<file path="src/rtl/fsfd_pkg.sv">
package fsfd_pkg;

  localparam int unsigned LenW  = 10;
  localparam int unsigned BitsW = 40;
  localparam int unsigned NumBytes = BitsW / 8;

  localparam logic [LenW-1:0] LenMin = 10'd39;
  localparam logic [LenW-1:0] LenMax = 10'd43;

  localparam logic [7:0] CrcPoly  = 8'h07;
  localparam logic [7:0] CrcFix   = 8'h80;
  localparam logic [7:0] MagMask  = 8'h7f;
  localparam logic [7:0] AllOnes  = 8'hff;

  typedef enum logic [1:0] {
    OUT_VALID    = 2'd0,
    OUT_BAD_LEN  = 2'd1,
    OUT_STUCK    = 2'd2,
    OUT_CRC_FAIL = 2'd3
  } outcome_e;

  typedef struct packed {
    logic [LenW-1:0]  row_length;
    logic [BitsW-1:0] row_bits;
  } fsfd_in_t;

  typedef struct packed {
    outcome_e           outcome;
    logic               crc_repaired;
    logic [15:0]        node_id;
    logic [1:0]         channel;
    logic               batt_good;
    logic [6:0]         status_bits;
    logic signed [7:0]  temp_degf;
  } fsfd_out_t;

  function automatic logic [7:0] rev_byte(input logic [7:0] v);
    logic [7:0] r;
    for (int i = 0; i < 8; i++) begin
      r[i] = v[7-i];
    end
    return r;
  endfunction

  localparam logic [7:0] CrcPolyRefl = rev_byte(CrcPoly);

  // One byte through the reflected CRC-8 register.
  function automatic logic [7:0] crc8_byte(input logic [7:0] rem_in, input logic [7:0] data);
    logic [7:0] rem;
    rem = rem_in ^ data;
    for (int b = 0; b < 8; b++) begin
      if (rem[0]) begin
        rem = (rem >> 1) ^ CrcPolyRefl;
      end else begin
        rem = rem >> 1;
      end
    end
    return rem;
  endfunction

endpackage

</file>
<file path="src/rtl/fridge_sensor_frame_decoder_unit.sv">
// Channel | Direction | Handshake             | Payload
// row     | in        | in_valid_i/in_stall_o | in_data_i  (fsfd_in_t)
// result  | out       | out_valid_o/out_stall_i | out_data_o (fsfd_out_t)
//
// One row per cycle while the result side is not stalled; a row passes the
// input register, then is decoded into the result register.
// Reset clears both valid flags; payload registers are left as they are.
// A stalled result holds; the input register still takes a row while the
// result waits and stalls only once both stages are full.
module fridge_sensor_frame_decoder_unit import fsfd_pkg::*; (
  input  logic      clk_i,
  input  logic      rst_ni,
  input  logic      in_valid_i,
  output logic      in_stall_o,
  input  fsfd_in_t  in_data_i,
  output logic      out_valid_o,
  input  logic      out_stall_i,
  output fsfd_out_t out_data_o
);

  logic      row_valid_q;
  fsfd_in_t  row_q;
  logic      res_valid_q;
  fsfd_out_t res_q;
  fsfd_out_t res_d;
  logic      res_en;
  logic      row_en;

  assign res_en     = ~res_valid_q | ~out_stall_i;
  assign row_en     = ~row_valid_q | res_en;
  assign in_stall_o = ~row_en;

  fsfd_decode u_decode (
    .row_i (row_q),
    .res_o (res_d)
  );

  always_ff @(posedge clk_i or negedge rst_ni) begin
    if (!rst_ni) begin
      row_valid_q <= 1'b0;
      res_valid_q <= 1'b0;
    end else begin
      if (row_en) begin
        row_valid_q <= in_valid_i;
      end
      if (res_en) begin
        res_valid_q <= row_valid_q;
      end
    end
  end

  always_ff @(posedge clk_i) begin
    if (row_en && in_valid_i) begin
      row_q <= in_data_i;
    end
    if (res_en && row_valid_q) begin
      res_q <= res_d;
    end
  end

  assign out_valid_o = res_valid_q;
  assign out_data_o  = res_q;

endmodule

</file>
<file path="src/rtl/fsfd_decode.sv">
module fsfd_decode import fsfd_pkg::*; (
  input  fsfd_in_t  row_i,
  output fsfd_out_t res_o
);

  logic [7:0] raw [NumBytes];
  logic [7:0] br  [NumBytes];
  logic [7:0] crc_calc;
  logic       len_bad;
  logic       stuck;
  logic [6:0] mag;
  logic [7:0] mag_ext;

  always_comb begin
    for (int i = 0; i < NumBytes; i++) begin
      raw[i] = row_i.row_bits[BitsW-1-8*i -: 8];
      br[i]  = rev_byte(raw[i]);
    end
  end

  always_comb begin
    crc_calc = '0;
    for (int i = 0; i < NumBytes - 1; i++) begin
      crc_calc = crc8_byte(crc_calc, br[i]);
    end
  end

  assign len_bad = (row_i.row_length < LenMin) || (row_i.row_length > LenMax);
  assign stuck   = ((raw[0] == AllOnes) && (raw[1] == AllOnes) && (raw[2] == AllOnes)) ||
                   ((raw[0] == '0) && (raw[1] == '0) && (raw[2] == '0));

  assign mag     = br[0][6:0] & MagMask[6:0];
  assign mag_ext = {1'b0, mag};

  always_comb begin
    res_o = '0;
    if (len_bad) begin
      res_o.outcome = OUT_BAD_LEN;
    end else if (stuck) begin
      res_o.outcome = OUT_STUCK;
    end else if ((crc_calc != br[4]) && (crc_calc != (br[4] | CrcFix))) begin
      res_o.outcome = OUT_CRC_FAIL;
    end else begin
      res_o.outcome       = OUT_VALID;
      // accept a frame whose last bit went missing
      res_o.crc_repaired  = (crc_calc != br[4]);
      res_o.node_id       = {br[1], br[2]};
      res_o.channel       = {1'b0, br[3][0]} + 2'd1;
      res_o.batt_good     = ~br[3][1];
      res_o.status_bits   = br[3][7:1];
      res_o.temp_degf     = br[0][7] ? (8'd0 - mag_ext) : mag_ext;
    end
  end

endmodule

</file>
<file path="config.mk">
export PLATFORM = sky130hd
export DESIGN_NAME = fridge_sensor_frame_decoder_unit
export DESIGN_NICKNAME = d
export VERILOG_FILES = /design/src/rtl/fsfd_pkg.sv /design/src/rtl/fridge_sensor_frame_decoder_unit.sv /design/src/rtl/fsfd_decode.sv
export SDC_FILE = /design/constraint.sdc
export NUM_CORES = 1
export LEC_CHECK = 0
export ABC_AREA = 1
export ABC_CLOCK_PERIOD_IN_PS = 4950
export BUFFER_PORTS_ARGS = -buffer_cell sky130_fd_sc_hd__buf_2
export CAP_MARGIN = 10
export CORE_MARGIN = 1.5
export CORE_UTILIZATION = 25
export DETAILED_ROUTE_END_ITERATION = 8
export PLACE_DENSITY_LB_ADDON = 0.25
export RECOVER_POWER = 50
export SLEW_MARGIN = 40
export SYNTH_ARGS = -nofsm -noshare
export SYNTH_HDL_FRONTEND = slang
export SYNTH_HIERARCHICAL = 1
export SYNTH_SLANG_ARGS = --single-unit
</file>
<file path="constraint.sdc">
create_clock -name clk_i -period 4.95 [get_ports clk_i]
set_input_delay 0.99 -clock clk_i [delete_from_list [all_inputs] [get_ports clk_i]]
set_output_delay 0.99 -clock clk_i [all_outputs]
set_load 0.1 [all_outputs]
</file>
* Yosys cells after proc, flatten, opt, wreduce, memory -nomap -nowiden
Cells that the tools add are included.
** Cells by class
- Add/subtract/negate cells :: 2
- Magnitude comparators :: 2
- Eq/ne operators :: 5
- Muxes and demuxes :: 35
- Bitwise operators :: 43
- Reductions and logical operators :: 14
** Operators with widths (count)
- 8-bit two-way mux :: 32
- 2-bit NOT with 3-bit output :: 32
- 8-bit equality test, second input constant :: 3
- 8-bit zero test :: 3
- 8-bit XOR :: 3
- 8-bit != test :: 2
- 10-bit by 6-bit > comparator with 1-bit output, second input constant :: 1
- 10-bit by 6-bit < comparator with 1-bit output, second input constant :: 1
- 1-bit by 7-bit subtractor with 8-bit output, first input constant :: 1
- 1-bit logical AND :: 7
- 7-bit two-way mux :: 1
- 1-bit NOT :: 6
- 2-bit two-way mux :: 2
- 4-bit OR reduction :: 1
- 3-bit OR reduction :: 1
- 1-bit by 1-bit adder with 2-bit output, second input constant :: 1
- 1-bit logical OR :: 2
- 1-bit bitwise OR :: 2
** Word-level totals
- Flip-flop bits (word level) :: 89
- Input port bits :: 54
- Output and inout port bits :: 39

* Logic depth before layout (Yosys ltp)
- Depth after elaboration :: 71
- Depth in mapped cells :: 30
- Gate-level depth less buffers :: 30

* Modules after synthesis
Netlist, hierarchy kept.
** Modules (own cells, without submodules)
- fridge_sensor_frame_decoder_unit :: times used 1, cells an instance 99, area an instance 2707.6 um^2, seq. area each 2662.6 um^2
- fsfd_decode :: times used 1, cells an instance 450, area an instance 2170.8 um^2, seq. area each 0.0 um^2

* Worst setup path after synthesis
Ideal clock, no wire load.
- Kind :: in2reg
- Start :: input port out_stall_i
- End :: register res_q, in the netlist out_data_o[0] (enable)
- Data arrival time :: 2833 ps
- Required time :: 4506 ps
- Slack :: 1673 ps
- Cell stages on the path :: 1
- Buffers on the path :: 0
- Cells stage by stage :: a21oi_1
** On the way
- Word-level cells in the longest chain between the ends :: 3
** RTL lines
- start, declared :: line fridge_sensor_frame_decoder_unit.sv:17 : input logic out_stall_i,
- 1-bit NOT :: line fridge_sensor_frame_decoder_unit.sv:29 : assign res_en = ~res_valid_q | ~out_stall_i;
- 1-bit bitwise OR :: line fridge_sensor_frame_decoder_unit.sv:29
- 1-bit logical AND :: line fridge_sensor_frame_decoder_unit.sv:56 : if (res_en && row_valid_q) begin
- end signal, assigned :: line fridge_sensor_frame_decoder_unit.sv:57 : res_q <= res_d;
- end, declared :: line fridge_sensor_frame_decoder_unit.sv:24 : fsfd_out_t res_q;
No other way between the ends.
A chain may end at the register's enable or synchronous reset.

* Worst setup path in the final report
- Start :: register row_q[37] in the netlist's numbering
- End :: register res_q, in the netlist out_data_o[13], data pin
** On the way
- Word-level cells in the longest chain between the ends :: 46
- Elaborated cells between the ends (all ways) :: 69
- Those cells by class :: eq/ne (3); mux (32); bitwise (26); reduce/logical (8)
** RTL lines
- start, declared :: line fridge_sensor_frame_decoder_unit.sv:22 : fsfd_in_t row_q;
- start signal, assigned :: line fridge_sensor_frame_decoder_unit.sv:54 : row_q <= in_data_i;
- 8-bit two-way mux (3 in series) :: line fsfd_pkg.sv:52 : if (rem[0]) begin
- 2-bit NOT with 3-bit output (no line)
- 8-bit two-way mux :: line fsfd_pkg.sv:52
- 2-bit NOT with 3-bit output (no line)
- 8-bit two-way mux (4 in series) :: line fsfd_pkg.sv:52
- 8-bit XOR :: line fsfd_pkg.sv:50 : rem = rem_in ^ data;
- 8-bit two-way mux (3 in series) :: line fsfd_pkg.sv:52
- 2-bit NOT with 3-bit output (no line)
- [... 18 more ...]
- 8-bit two-way mux (3 in series) :: line fsfd_pkg.sv:52
- 2-bit NOT with 3-bit output (no line)
- 8-bit two-way mux :: line fsfd_pkg.sv:52
- 2-bit NOT with 3-bit output (no line)
- 8-bit two-way mux (4 in series) :: line fsfd_pkg.sv:52
- 8-bit != test :: line fsfd_decode.sv:41 : end else if ((crc_calc != br[4]) && (crc_calc != (br[4] | CrcFix))) begin
- 1-bit logical AND :: line fsfd_decode.sv:41
- 3-bit OR reduction (no line) *
Mark *: on every way between the ends. The rest lies on a longest branch, timed or not.

==> flow_metrics.env <==
export IMPL_status="complete, but fails checks"
export IMPL_violations="capacitance limit, slew limit"
export IMPL_ys_ff_latch=89
export IMPL_grt_pass1_wl_mm=17.8
export IMPL_cp_required_ns=5.13
export IMPL_rows=50
export IMPL_pwr_share_seq_pct=38.1
export IMPL_syn_area_mm2=0.00488
export IMPL_grt_most_used_layer="met2"
export IMPL_drive_gt1_share_pct=24.9
export IMPL_antenna_cells=0
export IMPL_clkSlewWorstSetupHoldPaths_ns=0.06
export IMPL_yosysTopAreaCell="edfxtp_1"
export IMPL_cp_end_kind="flop"
export IMPL_cts_num_sinks=89
export IMPL_yosysWarnings=6
export IMPL_grt_overflow=0
export IMPL_rsz0062_at_grt="no"
export IMPL_drt_pass1_iter_count=5
export IMPL_power_frac_comb_pct=34.7
export IMPL_synth_compound_area_share_pct=1.10
export IMPL_maxCapViolCount=1
export IMPL_start_kind="flop"
export IMPL_synthAdderAreaFrac_pct=2.05
export IMPL_synth_area_leaders="edfxtp_1 (54%), nand2_1 (15%), nand3_1 (7.3%)"
export IMPL_swShare_pct=37.2
export IMPL_crit_type="reg2reg"
export IMPL_critPathMaxFanout=34
export IMPL_clk_latency_ns=0.35
export IMPL_synth_top_family_by_area="simple AND/OR/NAND/NOR gates"
export IMPL_synth_top_area_share_pct=53.6
export IMPL_first_global_vias=3588
export IMPL_met2_usage_pct=17.8
export IMPL_setup_violations=0
export IMPL_synth_xor_area_share_pct=2.31
export IMPL_die_h_um=143
export IMPL_final_nets=713
export IMPL_use_met3_pct=3.25
export IMPL_antenna_found_initial=0
export IMPL_gr_usage_met1_pct=15.3
export IMPL_multi_input_area_mm2=0.00185
export IMPL_utilization_pct=31.2
export IMPL_vdd_drop_max_v=0.000157
export IMPL_synthSimpleGateAreaFrac_pct=32.5
export IMPL_drv_slew=33
export IMPL_synthMuxAreaShare_pct=0
export IMPL_io_pins=93
export IMPL_grt_max_degree=35
export IMPL_initial_core_util_pct=25.8
export IMPL_cts_resized=0
export IMPL_internal_power_mw=1.50
export IMPL_grt_usage_pct=11.6
export IMPL_vias=3701
export IMPL_core_mm2=0.0189
export IMPL_antenna_left=0
export IMPL_drt_wirelength_per_cell_um=12.3
export IMPL_clkPwrFrac_pct=27.2
export IMPL_port_buffers=92
export IMPL_numCtsBuffers=9
export IMPL_floorplan_die_width_um=143
export IMPL_drt_iter0_markers=183
export IMPL_power_density_mw_per_mm2=404
export IMPL_routed_wirelength_mm=11.2
export IMPL_yosysUniqueCellTypes=29
export IMPL_max_freq_mhz=265
export IMPL_synth_fp_nets=611
export IMPL_leakage_nw=2.84
export IMPL_cts_tree="yes"
export IMPL_cp_arrival_ns=3.95
export IMPL_tns_ns=0
export IMPL_hold_viol=0
export IMPL_maxSlewHeadroom_pct=-12.1
export IMPL_final_min_clock_period_ns=3.77
export IMPL_cts_root_buf="clkbuf_16"
export IMPL_ctsHoldBuffers=0
export IMPL_p_switching_mw=0.886
export IMPL_dp_hpwl_mm=9.18
export IMPL_register_area_mm2=0.00266
export IMPL_nFillCells=2052
export IMPL_clk_path_buf_depth=2
export IMPL_syn_inst=549
export IMPL_ys_seq_area_share_pct=54.6
export IMPL_die_area_mm2=0.0204
export IMPL_area_growth_pct=21.0
export IMPL_drc=0
export IMPL_cts_setup_buffers=0
export IMPL_period_share_pct=76.2
export IMPL_min_path_type="in2async"
export IMPL_gp_congestion=0.807
export IMPL_tightest_slew_ns=1.68
export IMPL_fin_skew_ns=0.00878
export IMPL_h_tree_depth=3
export IMPL_vias_per_cell=4.04
export IMPL_syn_avg_cell_area_um2=8.89
[critical path, cell delays in order, from the launching register on]
cell and delay (ns):
edfxtp_1 0.42, inv_1 0.16, ha_1 0.28, inv_1 0.06, nand2_1 0.06, nand2_1 0.07
nand2_1 0.05, nand2_2 0.12, nand3_1 0.14, nand2_1 0.12, nand2_1 0.06, nand2_1 0.12
nand2_1 0.07, nand2_1 0.10, inv_1 0.06, nand2_1 0.07, nand2_1 0.09, nand2_1 0.11
nand2_1 0.07, nand2_1 0.08, nand2_1 0.05, nand2_1 0.05, nand3_1 0.08, nor2_2 0.11
nand3_1 0.09, nand2_1 0.15, nand3b_4 0.46, nor2_2 0.26
[metrics by stage]
| step | instance area (µm²) | cells | worst slack [ns] | power, mW | hold WS, ns |
|---|---|---|---|---|---|
| after global routing | 5900 | 915 | 0.608 | 2.56 | 0.419 |
| after floorplan | 4880 | 549 | 1.67 | 1.59 | 0.466 |
| after detailed placement | 5650 | 900 | 1.12 | 1.76 | 0.522 |
| after global placement | 5650 | 900 | 1.14 | 1.76 | 0.521 |
| after CTS | 5930 | 915 | 1.10 | 2.42 | 0.402 |
| final | 5900 | 915 | 1.18 | 2.38 | 0.413 |
[worst paths after layout]
path / start / end / slack (ns) / cells past startpoint
max in group asynchronous: rst_ni / out_valid_o / 4.41 / 1
max reg2reg: row_q[37] / out_data_o[13] / 1.18 / 27
min reg2reg: row_valid_q / out_valid_o / 0.49 / 2
min: rst_ni / row_valid_q / 0.41 / 1
min in group clk_i: row_valid_q / out_valid_o / 0.49 / 2
max: row_q[37] / out_data_o[13] / 1.18 / 27
[logic make-up (layout without fill, tap and decap cells)]
family | after synthesis | after routing
compound gates | 8 | 8
xor+xnor | 12 | 12
fa+ha+maj | 8 | 8
buf+inv | 88 | 194
flops | 89 | 89
simple gates | 344 | 344
[sequential cells by signal (all words and copies together), names as in the netlist]
name / count
row_q: 50
row_valid_q: 1
out_valid_o: 1
out_data_o: 37
[placed cells by master, fill, tap and decap left out, types with 2 or more instances in the layout]
cell,instances
ha_1,8
nor2_2,31
buf_4,2
inv_2,7
dfrtp_1,2
nor4_1,4
nor2_1,12
nand2_1,191
or2_2,2
xor2_1,8
xnor2_1,3
nand3_1,72
inv_1,76
clkbuf_1,9
nand2_2,16
buf_2,86
clkbuf_16,9
a21oi_1,3
clkinv_2,4
edfxtp_1,87
nand4_1,11
[cells in the mapped netlist]
library cell,count
inv_1,76
nand3_1,71
edfxtp_1,87
o41ai_1,1
nand2_4,1
dfrtp_1,2
xor2_1,8
buf_6,4
inv_2,7
nor2_2,31
a2111oi_0,1
nand3b_4,1
o21ai_0,1
clkinv_2,1
nor2_1,12
nand2_1,191
o21a_1,1
ha_1,8
xnor2_1,3
a211o_1,1
nor4_1,4
or2_2,2
xor2_2,1
nand4_1,11
nor2_4,1
nand3b_1,1
nand3_2,2
nand2_2,16
a21oi_1,3
[per-layer routing]
metal	wire [µm]	share of wire, %	vias up
met2	4870	43	85
met3	693	6.2	9
met4	144	1.3	0
met5	0	0	-
li1	-	-	1986
met1	5510	49	1621
[cell type report]
type,instances,area share (%)
Clock inverter,4,0.763
Timing Repair Buffer,95,7.99
Clock buffer,11,3.94
Sequential cell,89,45.1
Tap cell,260,5.51
Multi-Input combinational cell,372,31.3
Inverter,84,5.36
[power by group through the flow]
stage	clock network [mW]	registers (mW)	logic, mW
4_1_cts	0.674	0.909	0.836
5_1_grt	0.702	0.914	0.944
3_3_place_gp	0	0.926	0.830
6_report	0.648	0.908	0.828
2_1_floorplan	0	1.04	0.547
3_5_place_dp	0	0.925	0.833
Note: power is estimated with default switching activity, not from simulation.
